[config.mk]
export PLATFORM = sky130hd
export DESIGN_NAME = sip_fix_out
export DESIGN_NICKNAME = d
export VERILOG_FILES = /design/src/rtl/core/sip_pkg.sv /design/src/rtl/core/sip_fix_out.sv
export SDC_FILE = /design/constraint.sdc
export NUM_CORES = 1
export LEC_CHECK = 0
export BUFFER_PORTS_ARGS = -buffer_cell sky130_fd_sc_hd__buf_4
export CORE_MARGIN = 5
export CORE_UTILIZATION = 48
export CTS_CLUSTER_SIZE = 14
export DETAILED_ROUTE_END_ITERATION = 10
export PLACE_DENSITY = 0.75
export SYNTH_ARGS = -nofsm -noshare
export SYNTH_HDL_FRONTEND = slang
export SYNTH_SLANG_ARGS = --single-unit
export TNS_END_PERCENT = 10
[constraint.sdc]
create_clock -name clk -period 0.9 [get_ports clk]
set_clock_uncertainty 0.05 [all_clocks]
set_input_delay 0.135 -clock clk [delete_from_list [all_inputs] [get_ports clk]]
set_output_delay 0.135 -clock clk [all_outputs]
set_load 0.05 [all_outputs]
[src/rtl/core/sip_pkg.sv]
package sip_pkg;

    // Fixed widths of the channel payload fields
    localparam int FIELD_W = 16;
    localparam int POINT_W = 32;

    // Number of endpoint coordinates in one request
    localparam int NUM_COORDS = 8;

endpackage

[src/rtl/core/sip_fix_out.sv]
module sip_fix_out
    import sip_pkg::*;
#(
    parameter int C = 16,
    parameter int F = 16
) (
    input  logic                    clk,
    input  logic                    rst_n,
    input  logic                    en,
    input  logic                    in_valid,
    input  logic [C+F:0]            q_x,
    input  logic [C+F:0]            q_y,
    input  logic [2*C+1:0]          r_x,
    input  logic [2*C+1:0]          r_y,
    input  logic                    neg_x,
    input  logic                    neg_y,
    input  logic signed [C-1:0]     base_x,
    input  logic signed [C-1:0]     base_y,
    input  logic                    in_found,
    output logic                    out_valid,
    output logic                    found,
    output logic [POINT_W-1:0]      point_x,
    output logic [POINT_W-1:0]      point_y
);

    localparam int VW = (C + F + 3 > POINT_W + 1) ? C + F + 3 : POINT_W + 1;

    function automatic logic [POINT_W-1:0] to_fixed(
        input logic signed [C-1:0] base,
        input logic [C+F:0]        q,
        input logic                rem_nz,
        input logic                neg
    );
        logic signed [VW-1:0] v;
        logic signed [VW-1:0] off;
        logic signed [VW-1:0] hi_lim;
        logic signed [VW-1:0] lo_lim;
        hi_lim = {{(VW-POINT_W+1){1'b0}}, {(POINT_W-1){1'b1}}};
        lo_lim = {{(VW-POINT_W+1){1'b1}}, {(POINT_W-1){1'b0}}};
        // negative offsets round toward minus infinity
        off = neg ? -(VW'(q) + VW'(rem_nz)) : VW'(q);
        v   = (VW'(base) <<< F) + off;
        if (v > hi_lim)
        begin
            v = hi_lim;
        end else if (v < lo_lim)
        begin
            v = lo_lim;
        end
        return v[POINT_W-1:0];
    endfunction

    logic valid_reg;

    always_ff @(posedge clk or negedge rst_n)
    begin
        if (!rst_n)
        begin
            valid_reg <= 1'b0;
        end else if (en)
        begin
            valid_reg <= in_valid;
        end
    end

    always_ff @(posedge clk)
    begin
        if (en)
        begin
            found   <= in_found;
            point_x <= in_found ? to_fixed(base_x, q_x, r_x != '0, neg_x) : '0;
            point_y <= in_found ? to_fixed(base_y, q_y, r_y != '0, neg_y) : '0;
        end
    end

    assign out_valid = valid_reg;

endmodule

After elaboration in Yosys (flattened, before gate mapping) --
Cells that the tools add are included. W data, S select, Z words.
Word-level totals: output and inout bits 66, register bits 66, bits of input ports 173
Cells by class: bitwise logic cells 1, magnitude comparators 4, multiplexer cells 6, $add $sub $neg 6, reductions and logical operators 4
Operator list (number):
- $add A32 B35 Y35 | 2
- $gt A35 B32 Y1 const B | 2
- $lt A35 B32 Y1 const B | 2
- $mux W35 | 2
- $neg A34 Y35 | 2
- $add A33 B1 Y34 | 2
- $reduce_bool A34 Y1 | 2
- $mux W32 | 2
- $mux W31 | 2
- $reduce_or A2 Y1 | 2
- $not A1 Y1 | 1

Longest topological paths before layout --
Gate-level depths: netlist of the first run.
word-level depth 8, mapped depth 30, mapped depth without buffers 29

Worst setup path after synthesis of the first run --
OpenSTA, ideal clock, no wires.
path kind input to register, start point input r_x[9], end point register point_x[10], data pin, setup slack -4.429 ns, required time 0.587 ns, path buffers 1, stages 27, data arrival time 5.016 ns, path through or4_1 nor4_1 ha_1 ha_1 inv_1 ha_1 o21ba_2 o2111ai_1 a22o_1 a31oi_1 o21ai_0 a31oi_1 a21oi_1 a21oi_1 xor2_1 mux2i_1 ha_1 nand2_1 nand2_1 a21oi_1 nor2_1 a311oi_1 o311ai_1 o21a_1 o31ai_4 buf_6 o21ai_2
Between the ends: word-level cells in the longest chain between the ends 8, elaborated cells between the ends (all ways) 9, classes of those cells add/sub (3); order compare (2); mux (3); reduce/logical (1)
Ends and longest elaborated chain:
- from (decl) | RTL line sip_fix_out.sv:13 | input logic [2*C+1:0] r_x,
- $reduce_bool A34 Y1 * | RTL line sip_fix_out.sv:71 | point_x <= in_found ? to_fixed(base_x, q_x, r_x != '0, neg_x) : '0;
- $add A33 B1 Y34 * | RTL line sip_fix_out.sv:41 | off = neg ? -(VW'(q) + VW'(rem_nz)) : VW'(q);
- $neg A34 Y35 * | RTL line sip_fix_out.sv:41
- $mux W35 * | RTL line sip_fix_out.sv:41
- $add A32 B35 Y35 * | RTL line sip_fix_out.sv:42 | v = (VW'(base) <<< F) + off;
- $lt A35 B32 Y1 | RTL line sip_fix_out.sv:46 | end else if (v < lo_lim)
- $mux W32 | RTL line sip_fix_out.sv:46
- $mux W31 * | RTL line sip_fix_out.sv:43 | if (v > hi_lim)
- to (signal assigned) | RTL line sip_fix_out.sv:71
- to (decl) | RTL line sip_fix_out.sv:22 | output logic [POINT_W-1:0] point_x,
Every way passes the cells marked *; elsewhere a longest branch is shown, timed or not. A chain may end at the register's enable or synchronous reset.

Worst setup path after layout of the first run --
start point input r_y[7], end point register point_y[27], data pin
Between the ends: word-level cells in the longest chain between the ends 8, elaborated cells between the ends (all ways) 9, classes of those cells add/sub (3); order compare (2); mux (3); reduce/logical (1)
Ends and longest elaborated chain:
- from (decl) | RTL line sip_fix_out.sv:14 | input logic [2*C+1:0] r_y,
- $reduce_bool A34 Y1 * | RTL line sip_fix_out.sv:72 | point_y <= in_found ? to_fixed(base_y, q_y, r_y != '0, neg_y) : '0;
- $add A33 B1 Y34 * | RTL line sip_fix_out.sv:41
- $neg A34 Y35 * | RTL line sip_fix_out.sv:41
- $mux W35 * | RTL line sip_fix_out.sv:41
- $add A32 B35 Y35 * | RTL line sip_fix_out.sv:42
- $lt A35 B32 Y1 | RTL line sip_fix_out.sv:46
- $mux W32 | RTL line sip_fix_out.sv:46
- $mux W31 * | RTL line sip_fix_out.sv:43
- to (signal assigned) | RTL line sip_fix_out.sv:72
- to (decl) | RTL line sip_fix_out.sv:23 | output logic [POINT_W-1:0] point_y
Marks and branches as above.

==> results.cfg, run 1 <==
[synth]
synthTopCellsByCount = 108 x sky130_fd_sc_hd__ha_1, 102 x sky130_fd_sc_hd__inv_1, 95 x sky130_fd_sc_hd__a21oi_1
netlist.top_cell.by_area = sky130_fd_sc_hd__edfxtp_1
synth-main-ff-cell = sky130_fd_sc_hd__edfxtp_1
yosys_synthesis_warning_count = 0
synthTopCellsByArea = sky130_fd_sc_hd__edfxtp_1 23%, sky130_fd_sc_hd__ha_1 16%, sky130_fd_sc_hd__a21oi_1 5.7%
synth.top_cell.area_share_pct = 23.3
number_of_flops_mapped_to_enable_cells_by_yosys = 65
share_of_the_yosys_chip_area_belonging_to_registers_pct = 23.6
post_synth_design_cell_area_um2 = 8370
total_of_flip_flops_plus_latches_after_synthesis = 66
syn_nets = 1278
yosysMostFrequentCell = sky130_fd_sc_hd__ha_1
synth.lib_cells_used.distinct = 68
ys_async_sr_fraction_pct = 1.52
syn-mean-instance-area_um2 = 8.41
syn-instance-count = 995

[critical_path]
r2r_cells = 1
setup.worst_path.end_class = register
critPathMaxStageDelay_ps = 410
cp_data_required_time_ps = 930
critPathLaunch = r_y[7]
critical_path.max_fanout = 8
critical-path-top-cell-by-count = sky130_fd_sc_hd__a21oi_1
worstSetupStartpointType = primary input
reg2reg_setup_slack_ps = 70
classification_of_the_worst_setup_path = primary input to register
crit-reg2reg-launch = out_valid
crit-reg2reg-capture = out_valid
worst_path_slowest_cell = sky130_fd_sc_hd__o41ai_1
worst_ep_arrival_time_ps = 5440
crit_end = point_y[27]

[floorplanning]
chipWidth_um = 142
row_count = 48
start_util_pct = 48.7
design.die.area_um2 = 20200
chipHeight_um = 142
ios = 239
design.core.area_um2 = 17200

[cts]
clockBufferDepth = 2
numCtsBuffers = 9
clk_root_buffer_cell = sky130_fd_sc_hd__clkbuf_16
clock_sinks = 66
clkLatencyLatePin_ps = 330
cts_tree = yes
htreeDepth = 3
clock_pin_slew_on_the_worst_setup_and_hold_paths_ps = 60

[power_and_ir_drop]
clockPowerShare_pct = 16.6
netSwitchingFraction_pct = 42.0
design_power_total_mw = 25.0
power_per_cell_area_nw_per_um2 = 1740
net_switching_power_of_the_design_mw = 10.5
p_int_mw = 14.5
power_leakage_nw = 7.01
share_seq_of_total_power_pct = 19.7
peakVddDrop_mv = 1.56
combinationalPowerShare_pct = 63.8

[timing]
rsz0062_at_grt = yes
slew_headroom_pct = 53.2
worst-slew-pin-transition_ps = 684
finalCritPeriodShare_pct = 602
timing.final.crit_period_ps = 5420
setup_tns_ps = -295780
achievable-frequency_mhz = 185
finalMaxSlewViolations = 0
hold_viol_final = 0
setup_violations = 130
postLayoutSetupSlackWorst_ps = -4520

[placed_design]
gp_congestion = 0.921
post-dp-hpwl_um = 23600
post_place_worst_slack_ps = -5120
port-buffer-count = 238

[global_routing]
globalRouteTotalUtil_pct = 28.8
first_global_vias = 10021
grt_start_max_net_pins = 28
grt_first_pass_wirelength_um = 47300
global_route.overflow_total = 0
grt_antenna_before_repair = 0

[drt]
detail_route.wirelength_um = 32700
drtAntennaViolNets = 0
drtIter0Drc = 590
route.detailed.vias_per_inst = 5.60
route.detailed.wl_per_inst_um = 18.5
drc = 0
drt-pass1-iter-count = 6
route.vias.total = 9919

[cells_and_area]
finalNetCount = 1823
flow.area_growth_from_synthesis_pct = 71.7
final.fill_count = 1012
diodes = 0
final_core_utilization_pct = 83.7
drive_above_1_share_pct = 46.7

[job]
cap_viol_max_count = 0

[outcome]
failing_checks = negative setup slack
status = complete, but fails checks

[worst_hold_path]
worst_hold_path_type = primary input to register
==> worst max-delay path: cells and delay by family <==
kind,cells,cell delay [ps]
AO/OA/AOI/OAI,13,2170
XOR/XNOR,2,250
adder cells (fa/ha/maj),4,850
buffers and inverters,4,640
AND/OR/NAND/NOR,8,1400
==> power by group through the flow <==
stage	Combinational, mW	Clock (mW)	Sequential, mW
after detailed placement	13.1	0	4.79
after CTS	14.7	4.12	4.89
after global routing	16.9	4.32	4.96
final	15.9	4.14	4.92
after floorplan	5.54	0	7.17
after global placement	12.8	0	4.80
==> per-stage QoR <==
step | hold slack [ps] | instance area, um^2 | std cells
2_1_floorplan | -211 | 8460 | 995
3_3_place_gp | -139 | 12600 | 1722
3_5_place_dp | -139 | 12600 | 1722
4_1_cts | 23.2 | 13800 | 1754
5_1_grt | 15.7 | 14400 | 1770
6_report | 31.5 | 14400 | 1770
==> layout make-up <==
class / count / area, um^2 / area share [%]
clock buffer: 10 / 229 / 1.59
timing repair buffer: 559 / 4780 / 33.3
clock inverter: 6 / 115 / 0.801
multi-input combinational: 802 / 6610 / 45.9
inverter: 102 / 385 / 2.68
tap: 225 / 282 / 1.96
sequential: 66 / 1980 / 13.7
==> worst min-delay path by stage <==
stage	startpoint	endpoint	slack (ps)	cells after the start
2_1_floorplan	rst_n	out_valid	-210	0
3_3_place_gp	rst_n	out_valid	-140	1
3_5_place_dp	rst_n	out_valid	-140	1
4_1_cts	in_valid	out_valid	20	2
5_1_grt	in_valid	out_valid	20	2
6_report	in_valid	out_valid	30	2
==> cells by family (layout without fill, tap and decap cells) <==
| family | Yosys count | count (layout) | synth area share, % |
|---|---|---|---|
| AOI/OAI and AO/OA | 348 | 348 | 27.2 |
| xor gates and xnor gates | 85 | 85 | 8.89 |
| adders and majority gates | 110 | 110 | 16.6 |
| buffers and inverters | 127 | 677 | 6.14 |
| DFF | 66 | 66 | 23.6 |
| muxes | 36 | 36 | 4.36 |
| and+or+nand+nor | 223 | 223 | 13.2 |
==> cell usage in the layout, fill, tap and decap left out, drive strengths merged, types with 3 or more instances in the layout <==
cell type and instances:
and4 4, a31oi 9, nor3 19, o21ai 131, xor2 37, clkbuf 14
a31o 6, o311ai 4, nand3 22, nor2b 7, and2 3, a21o 38
a211o 4, a211oi 8, a311oi 4, inv 102, nand4 7, bufinv 3
edfxtp 65, nor2 52, mux2 4, xnor2 48, o211ai 6, nand2b 13
mux2i 32, nand2 55, and3 11, o22ai 3, o2111ai 4, a21oi 96
ha 108, nor4 19, o21bai 9, o31ai 5, or3 6, o21a 7
buf 553
==> timing repair <==
item / in CTS / in global routing
gates resized for setup: 165 / 75
pin swaps: 39 / 50
setup endpoints to repair: 130 / 130
hold buffers: 1 / 0
cloned: 5 / 4
buffers inserted: 10 / 13
hold endpoints to repair: 1 / 0
==> state kept, by name, summed over array words and instances, names as in the netlist <==
register,count
found,1
out_valid,1
point_x,32
point_y,32
==> routing by layer <==
| layer | share of wire, % | wire, um | global-route usage [%] | up-vias |
|---|---|---|---|---|
| met3 | 7.4 | 2400 | 5.65 | 81 |
| met4 | 3.6 | 1170 | 10.4 | 0 |
| met2 | 51 | 16700 | 53.2 | 423 |
| li1 | - | - | - | 4756 |
| met1 | 38 | 12400 | 32.7 | 4659 |
| met5 | 0 | 0 | 0 | - |
No activity file was read; power rests on OpenSTA's default activity.
==> inputs of run 2 (changes only) <==
--- a/config.mk
+++ b/config.mk
@@ -7,10 +7,9 @@
 export LEC_CHECK = 0
 export BUFFER_PORTS_ARGS = -buffer_cell sky130_fd_sc_hd__buf_4
 export CORE_MARGIN = 5
-export CORE_UTILIZATION = 48
+export CORE_UTILIZATION = 30
 export CTS_CLUSTER_SIZE = 14
 export DETAILED_ROUTE_END_ITERATION = 10
-export PLACE_DENSITY = 0.75
 export SYNTH_ARGS = -nofsm -noshare
 export SYNTH_HDL_FRONTEND = slang
 export SYNTH_SLANG_ARGS = --single-unit
==> constraint.sdc (replaced) <==
create_clock -name clk -period 0.9 [get_ports clk]
set_clock_uncertainty 0.05 [all_clocks]
set_input_delay 0.09 -clock clk [delete_from_list [all_inputs] [get_ports clk]]
set_output_delay 0.09 -clock clk [all_outputs]
set_load 0.05 [all_outputs]
==> run 2 against run 1 <==
Non-clock buffer count rose by 12. Final cell count grew 9.3%. The flow still finishes with violations (negative setup slack). Sequential share of layout area down 0.19 points. Flip-flop and latch count unchanged. Combinational power hardly changed.
==> results.cfg, run 2 (synthesis gave the netlist of run 1 again) <==
[cts]
clock_pin_slew_on_the_worst_setup_and_hold_paths_ps = 60
clock_sinks = 66
htreeDepth = 3
clk_root_buffer_cell = sky130_fd_sc_hd__clkbuf_16
numCtsBuffers = 9
clockBufferDepth = 2
cts_tree = yes
clkLatencyLatePin_ps = 330

[cells_and_area]
final_core_utilization_pct = 52.6
top_library_cells_by_usage_in_the_layout_fill_and_taps_aside = 461 x sky130_fd_sc_hd__buf_4, 100 x sky130_fd_sc_hd__ha_1, 99 x sky130_fd_sc_hd__inv_1
finalNetCount = 1835
reg_top3 = point_x: 32 flops, point_y: 32 flops
layout_commonest_cell = sky130_fd_sc_hd__buf_4
diodes = 0
flow.area_growth_from_synthesis_pct = 74.2
drive_above_1_share_pct = 46.8

[timing]
slew_headroom_pct = 71.4
hold_viol_final = 0
setup_violations = 130
worst-slew-pin-transition_ps = 418
rsz0062_at_grt = yes
postLayoutSetupSlackWorst_ps = -4480
finalCritPeriodShare_pct = 598
achievable-frequency_mhz = 186
timing.final.crit_period_ps = 5380
finalMaxSlewViolations = 0

[drt]
drc = 0
detail_route.wirelength_um = 29400
route.vias.total = 9379
route.detailed.vias_per_inst = 4.85
drt-pass1-iter-count = 4
drtIter0Drc = 339
drtAntennaViolNets = 0
route.detailed.wl_per_inst_um = 15.2

[critical_path]
worstSetupStartpointType = primary input
crit_path_cell_count = 32
cp_data_required_time_ps = 920
critPathLaunch = r_y[24]
worst_path_slowest_cell = sky130_fd_sc_hd__or3_4
r2r_cells = 1
crit-reg2reg-launch = out_valid
crit-reg2reg-capture = out_valid
reg2reg_setup_slack_ps = 80
classification_of_the_worst_setup_path = primary input to register
family_with_the_most_delay_on_the_worst_path = simple AND/OR/NAND/NOR gates
worst_ep_arrival_time_ps = 5400
setup.worst_path.end_class = register
critical_path.max_fanout = 8
critPathMaxStageDelay_ps = 390
crit_end = point_y[4]
timing.critical_path.buf_inv = 4

[job]
cap_viol_max_count = 0

[power_and_ir_drop]
peakVddDrop_mv = 0.701
design_power_total_mw = 23.9
power_per_cell_area_nw_per_um2 = 1640
power_leakage_nw = 7.02

[global_routing]
grt_util_met2_pct = 32.2
groute.layer.met1.usage_pct = 21.8
grt_first_pass_wirelength_um = 45600
first_global_vias = 9471
global_route.overflow_total = 0
use_met3_pct = 2.11
globalRouteTotalUtil_pct = 17.8
grt_antenna_before_repair = 0
grt.busiest_layer = met2
grt_start_max_net_pins = 32

[floorplanning]
row_count = 61
chipHeight_um = 177
chipWidth_um = 177
design.core.area_um2 = 27700
design.die.area_um2 = 31300
ios = 239
start_util_pct = 30.2

[placed_design]
post_place_worst_slack_ps = -5230
post-dp-hpwl_um = 23100
port-buffer-count = 238
gp_congestion = 0.872

[outcome]
status = complete, but fails checks
failing_checks = negative setup slack

[worst_hold_path]
worst_hold_path_type = primary input to asynchronous set/reset pin
[run 2: cell types whose count changed in the layout (fill, tap and decap cells not counted), sizes merged]
| cell | delta |
|---|---|
| buf | +13 |
| bufinv | -2 |
| clkbuf | -2 |
| clkinv | +2 |
| dlygate4sd3 | +2 |
| bufbuf | -1 |
| clkinvlp | -1 |
[run 2: final cells by class]
type | instances | area (um^2)
sequential | 66 | 1980
inverter | 102 | 383
tap | 378 | 473
timing repair buffer | 571 | 4900
clock inverter | 5 | 46.3
fill | 2542 | 13100
clock buffer | 10 | 229
multi-input combinational | 802 | 6580
[run 2: how the worst min path moves through the flow]
stage,start,endpoint,slack (ps),depth (start not counted)
finish,rst_n,out_valid,40,2
global route,rst_n,out_valid,40,2
CTS,rst_n,out_valid,30,2
detailed placement,rst_n,out_valid,-170,1
global placement,rst_n,out_valid,-170,1
floorplan,rst_n,out_valid,-260,0
[run 2: power breakdown]
| part | switching [mW] | internal (mW) | total, mW |
|---|---|---|---|
| clock network | 1.33 | 2.10 | 3.43 |
| logic | 8.28 | 7.42 | 15.7 |
| registers | 0.371 | 4.43 | 4.80 |
| total | 9.98 | 13.9 | 23.9 |
[run 2: per-stage QoR]
step                      cells  instance area [um^2]  setup TNS, ps  hold WS [ps]
after floorplan             995                  8460        -266500          -256
after global placement     1885                 12900        -314110          -172
after detailed placement   1885                 12900        -318600          -173
after CTS                  1925                 14200        -285520          27.2
after global routing       1934                 14600        -307800          36.6
final                      1934                 14600        -284760          41.3
[run 2: timing repair]
| item | CTS | global route |
|---|---|---|
| pin swaps | 47 | 54 |
| hold buffers | 3 | 0 |
| buffers inserted | 16 | 7 |
| endpoints found under the hold margin | 3 | 0 |
| resized for setup | 137 | 89 |
| setup endpoints to repair | 130 | 130 |
| cloned | 6 | 3 |
[run 2: layer usage]
layer | wire, um | vias up | part of all wire (%)
met2 | 14500 | 212 | 49
met1 | 12800 | 4323 | 44
met4 | 914 | 0 | 3.1
met5 | 0 | - | 0
met3 | 1100 | 59 | 3.8
li1 | - | 4785 | -
