File: config.mk
export PLATFORM = sky130hd
export DESIGN_NAME = sip_div_stage
export DESIGN_NICKNAME = d
export VERILOG_FILES = /design/src/rtl/core/sip_pkg.sv /design/src/rtl/core/sip_div_stage.sv
export SDC_FILE = /design/constraint.sdc
export NUM_CORES = 1
export LEC_CHECK = 0
export BUFFER_PORTS_ARGS = -buffer_cell sky130_fd_sc_hd__buf_2
export CAP_MARGIN = 30
export CORE_MARGIN = 2
export CORE_UTILIZATION = 30
export DETAILED_ROUTE_END_ITERATION = 10
export PLACE_DENSITY = 0.49
export SLEW_MARGIN = 25
export SYNTH_ARGS = -nofsm -noshare
export SYNTH_HDL_FRONTEND = slang
export SYNTH_SLANG_ARGS = --single-unit
File: constraint.sdc
create_clock -name clk -period 2.1 [get_ports clk]
set_clock_uncertainty 0.1 [all_clocks]
set_input_delay 0.105 -clock clk [delete_from_list [all_inputs] [get_ports clk]]
set_output_delay 0.105 -clock clk [all_outputs]
set_load 0.01 [all_outputs]
File: src/rtl/core/sip_pkg.sv
package sip_pkg;

    // Fixed widths of the channel payload fields
    localparam int FIELD_W = 16;
    localparam int POINT_W = 32;

    // Number of endpoint coordinates in one request
    localparam int NUM_COORDS = 8;

endpackage

File: src/rtl/core/sip_div_stage.sv
module sip_div_stage
    import sip_pkg::*;
#(
    parameter int C = 16,
    parameter int F = 16
) (
    input  logic                     clk,
    input  logic                     rst_n,
    input  logic                     en,
    input  logic                     in_valid,
    input  logic [2*C+1:0]           in_tn,
    input  logic [2*C+1:0]           in_den,
    input  logic [C+F:0]             in_m_x,
    input  logic [C+F:0]             in_m_y,
    input  logic [C+F:0]             in_q_x,
    input  logic [C+F:0]             in_q_y,
    input  logic [2*C+1:0]           in_r_x,
    input  logic [2*C+1:0]           in_r_y,
    input  logic                     in_neg_x,
    input  logic                     in_neg_y,
    input  logic signed [C-1:0]      in_base_x,
    input  logic signed [C-1:0]      in_base_y,
    input  logic                     in_found,
    output logic                     out_valid,
    output logic [2*C+1:0]           out_tn,
    output logic [2*C+1:0]           out_den,
    output logic [C+F:0]             out_m_x,
    output logic [C+F:0]             out_m_y,
    output logic [C+F:0]             out_q_x,
    output logic [C+F:0]             out_q_y,
    output logic [2*C+1:0]           out_r_x,
    output logic [2*C+1:0]           out_r_y,
    output logic                     out_neg_x,
    output logic                     out_neg_y,
    output logic signed [C-1:0]      out_base_x,
    output logic signed [C-1:0]      out_base_y,
    output logic                     out_found
);

    localparam int DW = 2 * C + 2;
    localparam int QW = C + F + 1;

    // One multiplier bit: r <- 2r + bit*tn, then take out 0, 1 or 2 times den.
    // r stays below den, so the new digit is at most 2.
    function automatic logic [QW+DW-1:0] div_step(
        input logic [QW-1:0] q,
        input logic [DW-1:0] r,
        input logic          b,
        input logic [DW-1:0] t,
        input logic [DW-1:0] d
    );
        logic [DW+1:0] r2;
        logic [DW+1:0] d1;
        logic [DW+1:0] d2;
        logic [DW+1:0] rn;
        logic [1:0]    dig;
        logic [QW-1:0] qn;
        r2 = {1'b0, r, 1'b0} + (b ? {2'b00, t} : '0);
        d1 = {2'b00, d};
        d2 = {1'b0, d, 1'b0};
        if (r2 >= d2)
        begin
            rn  = r2 - d2;
            dig = 2'd2;
        end else if (r2 >= d1)
        begin
            rn  = r2 - d1;
            dig = 2'd1;
        end else
        begin
            rn  = r2;
            dig = 2'd0;
        end
        qn = {q[QW-2:0], 1'b0} + {{(QW-2){1'b0}}, dig};
        return {qn, rn[DW-1:0]};
    endfunction

    logic [QW+DW-1:0] step_x, step_y;

    assign step_x = div_step(in_q_x, in_r_x, in_m_x[QW-1], in_tn, in_den);
    assign step_y = div_step(in_q_y, in_r_y, in_m_y[QW-1], in_tn, in_den);

    logic valid_reg;

    always_ff @(posedge clk or negedge rst_n)
    begin
        if (!rst_n)
        begin
            valid_reg <= 1'b0;
        end else if (en)
        begin
            valid_reg <= in_valid;
        end
    end

    always_ff @(posedge clk)
    begin
        if (en)
        begin
            out_tn     <= in_tn;
            out_den    <= in_den;
            out_m_x    <= {in_m_x[QW-2:0], 1'b0};
            out_m_y    <= {in_m_y[QW-2:0], 1'b0};
            out_q_x    <= step_x[QW+DW-1:DW];
            out_q_y    <= step_y[QW+DW-1:DW];
            out_r_x    <= step_x[DW-1:0];
            out_r_y    <= step_y[DW-1:0];
            out_neg_x  <= in_neg_x;
            out_neg_y  <= in_neg_y;
            out_base_x <= in_base_x;
            out_base_y <= in_base_y;
            out_found  <= in_found;
        end
    end

    assign out_valid = valid_reg;

endmodule

Word level (Yosys, flattened, before mapping)
Cells that the tools add are included.

word-level totals
  bits in registers = 302
  input port bits = 307
  output and inout bits = 304
  logic and storage cells = 36

operators by class
  add/subtract/negate cells = 8
  $lt $le $gt $ge = 4
  mux-type cells = 10

operator list
  cell                            number
  2-to-1 mux 34 bit               6
  subtractor 34 bit               4
  adder 35 x 34 -> 36 bit         2
  >= comparator 36 x 34 -> 1 bit  2
  >= comparator 36 x 35 -> 1 bit  2
  adder 33 x 2 -> 33 bit          2
  2-to-1 mux 2 bit                2
  2-to-1 mux 1 bit                2

Depth between registers and ports, before layout
Gate-level depths: netlist of run 1.

  depth after elaboration = 6
  depth in mapped cells = 36
  mapped depth without buffers = 33

Least setup slack after synthesis of run 1
No wires, ideal clock.

  kind = input-to-reg
  start = input port in_m_x[32]
  end = register out_q_x[29] (data pin)
  setup time = 0.258 ns
  data arrival time = 5.809 ns
  required time = 1.742 ns
  slack = -4.067 ns
  stages on the path = 36
  buffers on the path = 3
  cells stage by stage = clkbuf_1 -> and2_1 -> ha_1 -> fa_1 -> a21oi_1 -> o211ai_1 -> a221oi_1 -> a21o_1 -> o211ai_1 -> a21bo_2 -> a311oi_1 -> xnor2_1 -> ha_1 -> nand2_1 -> o21ai_0 -> a21oi_1 -> o211ai_1 -> a221o_1 -> o21ai_0 -> nand2_1 -> a21oi_1 -> buf_2 -> clkinv_1 -> buf_2 -> ha_1 -> ha_1 -> nand3_1 -> nor2_1 -> nand2_1 -> nor2_1 -> nand2_1 -> nor2_1 -> nand4_1 -> inv_1 -> nand2_1 -> xnor2_1

on the way
  cells in the longest elaborated chain, start to end = 6
  elaborated cells on any way between the ends = 7
  classes of those cells = add/sub: 2; order compare: 2; mux: 3

RTL lines
  item                            RTL line              text
  from (decl)                     sip_div_stage.sv:13   input logic [C+F:0] in_m_x,
  2-to-1 mux 34 bit *             sip_div_stage.sv:58   r2 = {1'b0, r, 1'b0} + (b ? {2'b00, t} : '0);
  adder 35 x 34 -> 36 bit *       sip_div_stage.sv:58
  >= comparator 36 x 34 -> 1 bit  sip_div_stage.sv:65   end else if (r2 >= d1)
  2-to-1 mux 1 bit                sip_div_stage.sv:65
  2-to-1 mux 2 bit *              sip_div_stage.sv:61   if (r2 >= d2)
  adder 33 x 2 -> 33 bit *        sip_div_stage.sv:74   qn = {q[QW-2:0], 1'b0} + {{(QW-2){1'b0}}, dig};
  named net step_x[63]            sip_div_stage.sv:78   logic [QW+DW-1:0] step_x, step_y;
  to (signal assigned)            sip_div_stage.sv:104  out_q_x <= step_x[QW+DW-1:DW];
  to (decl)                       sip_div_stage.sv:29   output logic [C+F:0] out_q_x,

The timed path passes the listed nets; every way through them passes the cells marked *.
A chain may end at the register's enable or synchronous reset.

Worst setup path after layout of run 1
  start = input port in_tn[2]
  end = register out_q_x[21] (data pin)

on the way
  cells in the longest elaborated chain, start to end = 6
  elaborated cells on any way between the ends = 7
  classes of those cells = add/sub: 2; order compare: 2; mux: 3

RTL lines
  item                            RTL line             text
  from (decl)                     sip_div_stage.sv:11  input logic [2*C+1:0] in_tn,
  2-to-1 mux 34 bit *             sip_div_stage.sv:58
  adder 35 x 34 -> 36 bit *       sip_div_stage.sv:58
  >= comparator 36 x 34 -> 1 bit  sip_div_stage.sv:65
  2-to-1 mux 1 bit                sip_div_stage.sv:65
  2-to-1 mux 2 bit *              sip_div_stage.sv:61
  adder 33 x 2 -> 33 bit *        sip_div_stage.sv:74
  named net step_x[55]            sip_div_stage.sv:78

Marked as above.

==> key figures, run 1 <==
Outcome
  – Status: finished, violations left
  – Failing checks: setup timing

Flow run
  – Max-cap violations: 0

Yosys
  – Mux cell area share after synthesis: 3.203%
  – Post-Synthesis Cells: 2167
  – EDFF count, synth: 301
  – Share of the synthesized area in the top cell type: just over 40%
  – Most frequent cell after synthesis: edfxtp_1
  – Top FF cell, synth: edfxtp_1
  – Synth Area per Inst: a little over 10 µm²
  – Simple-Gate Fraction of Synth Area: 14.24%
  – Syn. warnings: 0
  – Mapped Area: about 22000 µm²
  – Sequential share of the synthesized area: approximately two fifths
  – Top cells by area, synth: edfxtp_1, ha_1, xnor2_1
  – Main combinational cell family by area after synthesis: compound AO/OA/AOI/OAI gates
  – Adder-cell share of the synthesized area: between 10 and 15%
  – Compound-Gate Fraction of Synth Area: between 10% and 20%
  – Asr flop ratio synth: less than 1%
  – Seq cells post-synth: a little over 300
  – Synth area leader: edfxtp_1
  – Post-synth top cells: edfxtp_1, ha_1, a21oi_1
  – Yosys cell types: 80
  – Synth Area in XOR/XNOR: 9.040%

Die
  – IO Pins: slightly above 600
  – Die height: around 270 µm
  – Die width: around 270 µm
  – Initial cell density of the core: 30.25%
  – Full die area: between 70000 and 80000 µm²
  – Core area: between 70000 and 80000 µm²
  – Number of core rows: a little under 100

Power
  – Sw frac: between 30% and 40%
  – Pleak: roughly 18 nW
  – Seq pwr share: 26.5%
  – NetSw: between 10 and 15 mW
  – Int Pwr: about 19 mW
  – Clock share of power: around a fifth
  – Logic pwr share: between 50% and 60%
  – Pwr dens: 801.6 nW/µm²
  – Worst IR drop on VDD: 0.0006401 V

Placed design
  – Post-place setup slack: -3.870 ns
  – RePlAce Congestion: approximately 0.9
  – Port bufs: 606
  – Post-detail-place hpwl: about 76 mm
  – Dpl cells: ~4.5k

Timing
  – Fin Hold WS: ~0.066 ns
  – Fmax achieved: 194.3 MHz
  – Setup tns final: -354.46 ns
  – Unrepaired setup endpoints after global routing: yes
  – Final slew viol count: 0
  – Final period utilization: 245.1%
  – Final Hold Viols: 0
  – Min Tclk post-route: just over 5 ns
  – Final Setup Violations: approximately 130
  – Worst setup margin: -3.047 ns
  – Max-slew headroom: 59.05%
  – Worst Tran Pin Value: 0.6142 ns

Global route
  – Vias in the first global route: 24.79k
  – Largest net degree at the start of global routing: slightly below 70
  – Total grt overflow: 0
  – GRT Total Usage: between 20% and 30%
  – First-pass GRT wire length: 140.4 mm
  – Initial antenna violation count: 4

Critical path
  – Worst setup SP type: input port
  – Worst EP arrival: approximately 5.4 ns
  – Critical Path RT: between 2 and 2.5 ns
  – Critical Path End Type: flop
  – Crit Path Max Fanout: 4
  – Setup CP Type: input port to flop
  – Slowest-stage cell, CP: fa_2
  – Slowest stage delay, CP: around 0.37 ns

Clocking
  – CTS Root Cell: clkbuf_16
  – Clock transition at path regs: 0.06 ns
  – Clk_lat worst skew: 0.55 ns
  – Clock sink count: 302
  – Worst-case clock buffer depth: 3
  – H-tree Lvls: 2
  – Cts bufs inserted: 35
  – CTS tree: built

Detailed routing
  – Wire length per cell: about 20 µm
  – Drt total wl: approximately 97 mm
  – ANT nets after route: 0
  – Residual DRC: 0
  – Vias/cell: slightly below 5
  – Drt pass-1 iters: 5
  – Detailed-route via count: 23.74k
  – Initial DRC Count: about 1.2k

Final layout
  – Layout area overhead: 74.00%
  – Post-Layout Cell Count: a little under 5k
  – Fin nets: approximately 4.4k
  – Layout cells sized above 1: between 40% and 50%
  – Final Util: between 50% and 60%

Worst hold path
  – Worst min path class: input port to flop
-- metrics by stage --
step                      cell area, µm²  power (mW)
after floorplan                    22670       15.50
after global placement             32500       22.41
after detailed placement           32500       22.50
after CTS                          37740       30.30
after global routing               38270       32.39
final                              38270       30.68
-- final timing paths --
path	start	to	slack, ns	depth (start not counted)
min in group asynchronous	rst_n	out_valid$_DFFE_PN0P_	0.27	3
min	in_tn[0]	out_r_y[0]$_DFFE_PP_	0.07	4
max in group asynchronous	rst_n	out_valid$_DFFE_PN0P_	1.53	3
max reg2reg	out_valid$_DFFE_PN0P_	out_valid$_DFFE_PN0P_	1.26	1
min reg2reg	out_valid$_DFFE_PN0P_	out_valid$_DFFE_PN0P_	0.41	1
max	in_tn[2]	out_q_x[21]$_DFFE_PP_	-3.05	33
-- layout by cell type, fill, tap and decap left out, types with 31 or more instances in the layout --
cell / synthesis / final
xor2_1: 74 / 72
nand3_1: 90 / 56
buf_2: 10 / 602
ha_1: 206 / 175
a21o_1: 85 / 85
nor2_1: 131 / 112
xnor2_1: 153 / 139
dlygate4sd3_1: 0 / 235
edfxtp_1: 301 / 301
nand2_1: 140 / 125
clkbuf_16: 0 / 37
nor3_1: 34 / 31
a21oi_1: 186 / 147
o21ai_0: 111 / 71
a21oi_2: 2 / 36
o21a_1: 31 / 31
inv_1: 87 / 82
nand4_1: 32 / 32
and2_1: 76 / 61
mux2i_1: 67 / 53
buf_4: 5 / 808
-- routing by layer --
layer / track usage (%) / vias to the layer above / wire length, µm / share of wire (%)
li1: - / 11540 / - / -
met1: 28.36 / 11360 / 39580 / 41
met4: 9.439 / 0 / 4207 / 4.4
met5: 0 / - / 0 / 0
met3: 3.160 / 149 / 4550 / 4.7
met2: 44.94 / 689 / 48290 / 50
-- cell type report --
cell class,count,area (µm²)
diodes,3,7.507
clock buffers,44,909.6
clock inverters,18,151.4
fillers,6569,34440
inverters,88,345.3
multi-input cells,1733,14150
flip-flops and latches,302,9064
well taps,959,1200
repair buffers,1698,12440
-- registers in the layout, indices dropped and copies added (netlist names), 16 cells and up --
register,cells
out_tn,34
out_base_y,16
out_den,34
out_base_x,16
out_r_x,34
out_r_y,34
out_m_x,32
out_m_y,32
out_q_y,33
out_q_x,33
-- power groups by stage --
stage	registers (mW)	logic, mW	clock network, mW
after floorplan	8.66	6.85	0
after global placement	8.25	14.2	0
after detailed placement	8.23	14.3	0
after CTS	8.13	16.1	6.04
after global routing	8.20	17.9	6.24
final	8.11	16.7	5.89
-- cells by family after synthesis --
| group | after synthesis |
|---|---|
| and+or+nand+nor | 624 |
| AOI/OAI and AO/OA | 598 |
| DFF | 302 |
| xor gates and xnor gates | 227 |
| adders and majority gates | 212 |
| buffers and inverters | 133 |
| muxes | 70 |
| other | 1 |
-- critical path: cells and delay by family --
| family | cells | cell delay [ns] |
|---|---|---|
| XOR/XNOR | 2 | 0.21 |
| buffers and inverters | 5 | 0.67 |
| AO/OA/AOI/OAI | 14 | 2.50 |
| AND/OR/NAND/NOR | 8 | 0.73 |
| adder cells (fa/ha/maj) | 4 | 1.10 |
-- timing repair --
action | CTS | global route
resized for setup | 212 | 77
setup endpoints to repair | 134 | 134
hold buffers | 235 | 0
pin swaps | 121 | 50
endpoints found under the hold margin | 267 | 0
buffers inserted | 74 | 13
gates cloned | 10 | 3
No activity file was read; power rests on OpenSTA's default activity.
==> run 2: changes to the inputs <==
--- a/config.mk
+++ b/config.mk
@@ -7,10 +7,10 @@
 export LEC_CHECK = 0
 export BUFFER_PORTS_ARGS = -buffer_cell sky130_fd_sc_hd__buf_2
 export CAP_MARGIN = 30
-export CORE_MARGIN = 2
-export CORE_UTILIZATION = 30
+export CORE_AREA = 2 2 240 242
 export DETAILED_ROUTE_END_ITERATION = 10
-export PLACE_DENSITY = 0.49
+export DIE_AREA = 0 0 242 244
+export PLACE_DENSITY = 0.6
 export SLEW_MARGIN = 25
 export SYNTH_ARGS = -nofsm -noshare
 export SYNTH_HDL_FRONTEND = slang
==> key figures, run 2 (same netlist as run 1, synthesis figures left out) <==
Placed design
  – Post-detail-place hpwl: roughly 73 mm
  – Port bufs: roughly 600
  – RePlAce Congestion: just under 1
  – Placed cell area: 32070 µm²
  – Dpl cells: around 4.2k
  – Post-place setup slack: -3.806 ns

Critical path
  – Critical register-to-register path startpoint: out_valid$_DFFE_PN0P_
  – Critical Path RT: around 2.4 ns
  – Worst setup SP type: input port
  – Reg2Reg Depth: 1
  – Reg2reg end: out_valid$_DFFE_PN0P_
  – Slowest-stage cell, CP: ha_1
  – Crit path max-delay family: compound AO/OA/AOI/OAI gates
  – Critical Path End Type: flop
  – Slowest stage delay, CP: 0.37 ns
  – Setup CP Type: input port to flop
  – Crit Path Max Fanout: 5
  – Worst Path Buf+Inv: 2
  – Reg-to-reg setup timing slack: roughly 1.2 ns
  – Worst EP arrival: between 5 and 6 ns

Final layout
  – Commonest non-fill, non-tap cell in the layout: buf_4
  – Fin nets: 4383
  – Layout cells sized above 1: 49.55%
  – Commonest non-fill, non-tap cells in the layout: buf_4, buf_2, edfxtp_1, dlygate4sd3_1, ha_1
  – Register area: about 9000 µm²
  – FILL cells: ~4.1k
  – Final instance area: about 40000 µm²
  – Area of the multi-input gates: around 15000 µm²
  – Layout area overhead: 79.01%
  – Post-Layout Cell Count: approximately 4.7k

Die
  – Core area: 56170 µm²
  – Die height: roughly 240 µm
  – Full die area: just under 60000 µm²
  – IO Pins: around 610
  – Number of core rows: between 80 and 90
  – Die width: roughly 240 µm
  – Initial cell density of the core: between 30% and 40%

Global route
  – GRT Total Usage: a little under a third
  – Total grt overflow: 0
  – Initial antenna violation count: 11
  – Largest net degree at the start of global routing: between 70 and 80
  – Vias in the first global route: ~25k
  – First-pass GRT wire length: between 100 and 150 mm

Worst hold path
  – Worst min path class: input port to flop
  – WHS Endpoint: out_q_x[26]$_DFFE_PP_
  – Hold path start: in_q_x[25]
  – Depth of the worst hold-timing path: 2

Timing
  – Max-slew headroom: 52.10%
  – Fin Hold WS: -0.1896 ns
  – Final slew viol count: 0
  – Final period utilization: 241.1%
  – Fmax achieved: 197.5 MHz
  – Worst Tran Pin Value: between 0.7 and 0.8 ns
  – Final Hold Viols: 2
  – Worst setup margin: -2.964 ns
  – Min Tclk post-route: just over 5 ns
  – Unrepaired setup endpoints after global routing: yes
  – Final Setup Violations: between 100 and 150

Power
  – Pleak: ~18 nW
  – Worst IR drop on VDD: just under 0.0006 V
  – Pwr dens: 830.5 nW/µm²
  – Power Total: approximately 33 mW

Detailed routing
  – Initial DRC Count: 1304
  – Detailed-route via count: 24.36k
  – Drt pass-1 iters: 5
  – Vias/cell: around 5.2
  – DR top layer: met5
  – Metal-1 WL: approximately 40 mm
  – Wire length on met3: approximately 5.6 mm
  – ANT nets after route: 0
  – Wire length per cell: ~21 µm
  – Met2 wire len: roughly 48 mm
  – Residual DRC: 0
  – Drt total wl: 98.19 mm

Clocking
  – Clk_lat worst skew: roughly 0.55 ns
  – Clock sink count: between 300 and 400
  – CTS Root Cell: clkbuf_16
  – Worst-case clock buffer depth: 3
  – Hold buffer count at cts: 235
  – Cts bufs inserted: 35
  – CTS tree: built
  – H-tree Lvls: 2
  – Clock transition at path regs: ~0.07 ns

Flow run
  – Max-cap violations: 0

Outcome
  – Failing checks: hold timing, setup timing
  – Status: finished, violations left
## run 2: changes by cell type in the layout (fill, tap and decap cells not counted), sizes merged
cell and delta:
bufbuf -1, diode +8, clkinv -2, buf +6
clkinvlp -2, clkbuf -4, inv -2, bufinv +9
## run 2: area by class of cell
cell class                 instances  share of cell area, %
antenna                           11                0.06991
clock buffer                      39                  2.263
clock inverter                    21                 0.9057
inverter                          88                 0.8994
multi-input combinational       1733                  38.53
sequential                       302                  23.02
tap                              756                  2.403
timing repair buffer            1704                  31.91
## run 2: worst max-delay path by stage
stage               startpoint               endpoint  slack (ns)  depth (start not counted)
detailed placement  in_m_x[32]  out_q_x[27]$_DFFE_PP_       -3.81                         32
global route        in_m_x[32]  out_q_x[32]$_DFFE_PP_       -3.33                         32
floorplan           in_m_x[32]  out_q_x[29]$_DFFE_PP_       -3.51                         36
CTS                 in_m_x[32]  out_q_x[27]$_DFFE_PP_       -2.86                         34
finish              in_m_x[32]  out_q_x[32]$_DFFE_PP_       -2.96                         32
global placement    in_m_x[32]  out_q_x[27]$_DFFE_PP_       -3.72                         32
## run 2: per-stage QoR
stage	utilization [%]	hold slack (ns)	TNS, ns
after floorplan	-	-0.2906	-369.35
after detailed placement	57.10	-0.2139	-467.99
final	70.09	-0.1896	-341.68
after global routing	70.08	-0.1622	-368.58
after global placement	57.10	-0.2197	-458.47
after CTS	67.03	-0.2057	-334.65
## run 2: where the power goes
part,switching [mW],internal (mW)
clock network,2.58,4.17
logic,8.92,8.93
registers,0.269,7.82
## run 2: timing repair
| action | 4_1_cts | 5_1_grt |
|---|---|---|
| endpoints found under the hold margin | 254 | 2 |
| pin swaps | 129 | 118 |
| setup endpoints to repair | 134 | 134 |
| cloned | 8 | 3 |
| setup buffers | 83 | 61 |
| resized for setup | 254 | 264 |
## run 2: routing by layer
| layer | track usage, % | up-vias |
|---|---|---|
| met5 | 0 | - |
| met1 | 37.57 | 11710 |
| met2 | 54.64 | 864 |
| met4 | 16.43 | 4 |
| met3 | 5.202 | 238 |
| li1 | - | 11540 |
==> run 3: changes to the inputs <==
--- a/config.mk
+++ b/config.mk
@@ -8,6 +8,7 @@
 export BUFFER_PORTS_ARGS = -buffer_cell sky130_fd_sc_hd__buf_2
 export CAP_MARGIN = 30
 export CORE_AREA = 2 2 240 242
+export CTS_BUF_LIST = sky130_fd_sc_hd__clkbuf_8
 export DETAILED_ROUTE_END_ITERATION = 10
 export DIE_AREA = 0 0 242 244
 export PLACE_DENSITY = 0.6
@@ -15,3 +16,4 @@
 export SYNTH_ARGS = -nofsm -noshare
 export SYNTH_HDL_FRONTEND = slang
 export SYNTH_SLANG_ARGS = --single-unit
+export TNS_END_PERCENT = 20
==> key figures, run 3 (same netlist as run 1, synthesis figures left out) <==
Timing
  – Worst Tran Pin Value: between 0.6 and 0.7 ns
  – Max-slew headroom: between 50 and 60%
  – Final period utilization: 245.4%
  – Fmax achieved: roughly 190 MHz
  – Final Hold Viols: 0
  – Setup tns final: -341.38 ns
  – Fin Hold WS: 0.04489 ns
  – Final Setup Violations: roughly 130
  – Final slew viol count: 0
  – Worst setup margin: -3.052 ns
  – Unrepaired setup endpoints after global routing: yes
  – Min Tclk post-route: ~5.2 ns

Detailed routing
  – Met2 wire len: 45.03 mm
  – DR top layer: met4
  – ANT nets after route: 0
  – Detailed-route via count: between 20k and 25k
  – Initial DRC Count: around 1.4k
  – Wire length per cell: 19.65 µm
  – Drt pass-1 iters: 5
  – Drt total wl: just over 90 mm
  – Wire length on met3: about 4.7 mm
  – Metal-1 WL: approximately 38 mm
  – Vias/cell: around 5.2
  – Residual DRC: 0

Global route
  – Vias in the first global route: 24.72k
  – Largest net degree at the start of global routing: 68
  – GRT Total Usage: 29.73%
  – First-pass GRT wire length: 137.9 mm
  – Total grt overflow: 0
  – Initial antenna violation count: 5

Die
  – IO Pins: ~610
  – Full die area: 59050 µm²
  – Die height: 244 µm
  – Number of core rows: 87
  – Initial cell density of the core: about two fifths
  – Die width: about 240 µm
  – Core area: 56170 µm²

Power
  – Pleak: about 17 nW
  – Power Total: around 29 mW
  – Worst IR drop on VDD: roughly 0.00047 V
  – Pwr dens: roughly 790 nW/µm²

Critical path
  – Worst EP arrival: roughly 5.5 ns
  – Worst setup SP type: input port
  – Critical Path Most Common Cell: buf_4
  – Critical Path End Type: flop
  – Setup CP Type: input port to flop
  – Critical Path RT: approximately 2.5 ns
  – Slowest-stage cell, CP: fa_2
  – Slowest stage delay, CP: 0.41 ns
  – Crit Path Max Fanout: 4

Placed design
  – RePlAce Congestion: just under 1
  – Port bufs: 606
  – Post-place setup slack: -3.714 ns
  – Post-detail-place hpwl: between 70 and 80 mm

Clocking
  – H-tree Lvls: 2
  – Clock transition at path regs: roughly 0.070 ns
  – CTS tree: built
  – Clk_lat worst skew: 0.64 ns
  – CTS Root Cell: clkbuf_8
  – Cts bufs inserted: between 50 and 60
  – Worst-case clock buffer depth: 3
  – Clock sink count: about 300

Outcome
  – Failing checks: setup timing
  – Status: finished, violations left

Final layout
  – Layout area overhead: 69.48%
  – Commonest non-fill, non-tap cells in the layout: buf_4, buf_2, edfxtp_1, dlygate4sd3_1, ha_1
  – Layout cells sized above 1: 44.81%
  – Commonest non-fill, non-tap cell in the layout: buf_4
  – FILL cells: ~4.4k
  – Fin nets: between 4k and 5k

Flow run
  – Max-cap violations: 0

Worst hold path
  – Worst min path class: input port to flop
[run 3: cell types whose count changed in the layout (fill, tap and decap cells not counted), sizes merged, moves of 6 or more]
cell    change
bufinv      -6
clkbuf     +11
diode       -6
buf        -18
clkinv     +15
inv        +16
[run 3: through the flow]
step | cells | instance area (µm²) | utilization [%]
global placement | 4241 | 31960 | 56.90
CTS | 4634 | 36580 | 65.12
finish | 4666 | 37280 | 66.36
detailed placement | 4241 | 31960 | 56.90
floorplan | 2168 | 22460 | -
global route | 4664 | 37270 | 66.35
[run 3: repair_timing]
item,4_1_cts,5_1_grt
gates cloned,2,0
setup buffers,64,37
pin swaps,102,92
hold buffers,237,0
endpoints found under the setup margin,134,134
gates resized for setup,149,104
hold endpoints to repair,331,0
[run 3: report_power, final]
part           internal (mW)  switching [mW]
clock                   2.87            2.64
sequential              7.83           0.333
combinational           7.95            7.86
total                   18.6            10.8
[run 3: critical path, delay by kind of cell]
| kind | cells | cell delay (ns) |
|---|---|---|
| compound gates | 8 | 1.23 |
| simple gates | 13 | 2.06 |
| xor+xnor | 2 | 0.43 |
| buf+inv | 6 | 0.64 |
| fa+ha+maj | 4 | 1.05 |
[run 3: cell type report]
| cell class | count | area [µm²] | share of cell area (%) |
|---|---|---|---|
| clock buffers | 53 | 729.5 | 1.957 |
| well taps | 756 | 945.9 | 2.538 |
| clock inverters | 45 | 310.3 | 0.8324 |
| inverters | 88 | 342.8 | 0.9197 |
| repair buffers | 1684 | 12030 | 32.28 |
| multi-input cells | 1733 | 13840 | 37.12 |
| flip-flops and latches | 302 | 9064 | 24.32 |
| diodes | 5 | 12.51 | 0.03357 |
[run 3: worst paths after layout]
check | start | endpoint | slack, ns | cells after the start
max reg2reg | out_valid$_DFFE_PN0P_ | out_valid$_DFFE_PN0P_ | 1.24 | 1
max | in_m_x[32] | out_q_x[28]$_DFFE_PP_ | -3.05 | 33
max in group asynchronous | rst_n | out_valid$_DFFE_PN0P_ | 1.57 | 3
min in group asynchronous | rst_n | out_valid$_DFFE_PN0P_ | 0.22 | 3
min reg2reg | out_valid$_DFFE_PN0P_ | out_valid$_DFFE_PN0P_ | 0.44 | 1
min | in_r_y[0] | out_r_y[1]$_DFFE_PP_ | 0.04 | 5
[run 3: per-layer routing]
layer | up-vias | track usage, %
met5 | - | 0
met4 | 0 | 12.11
met3 | 210 | 4.291
met2 | 853 | 52.90
met1 | 11630 | 36.11
li1 | 11550 | -
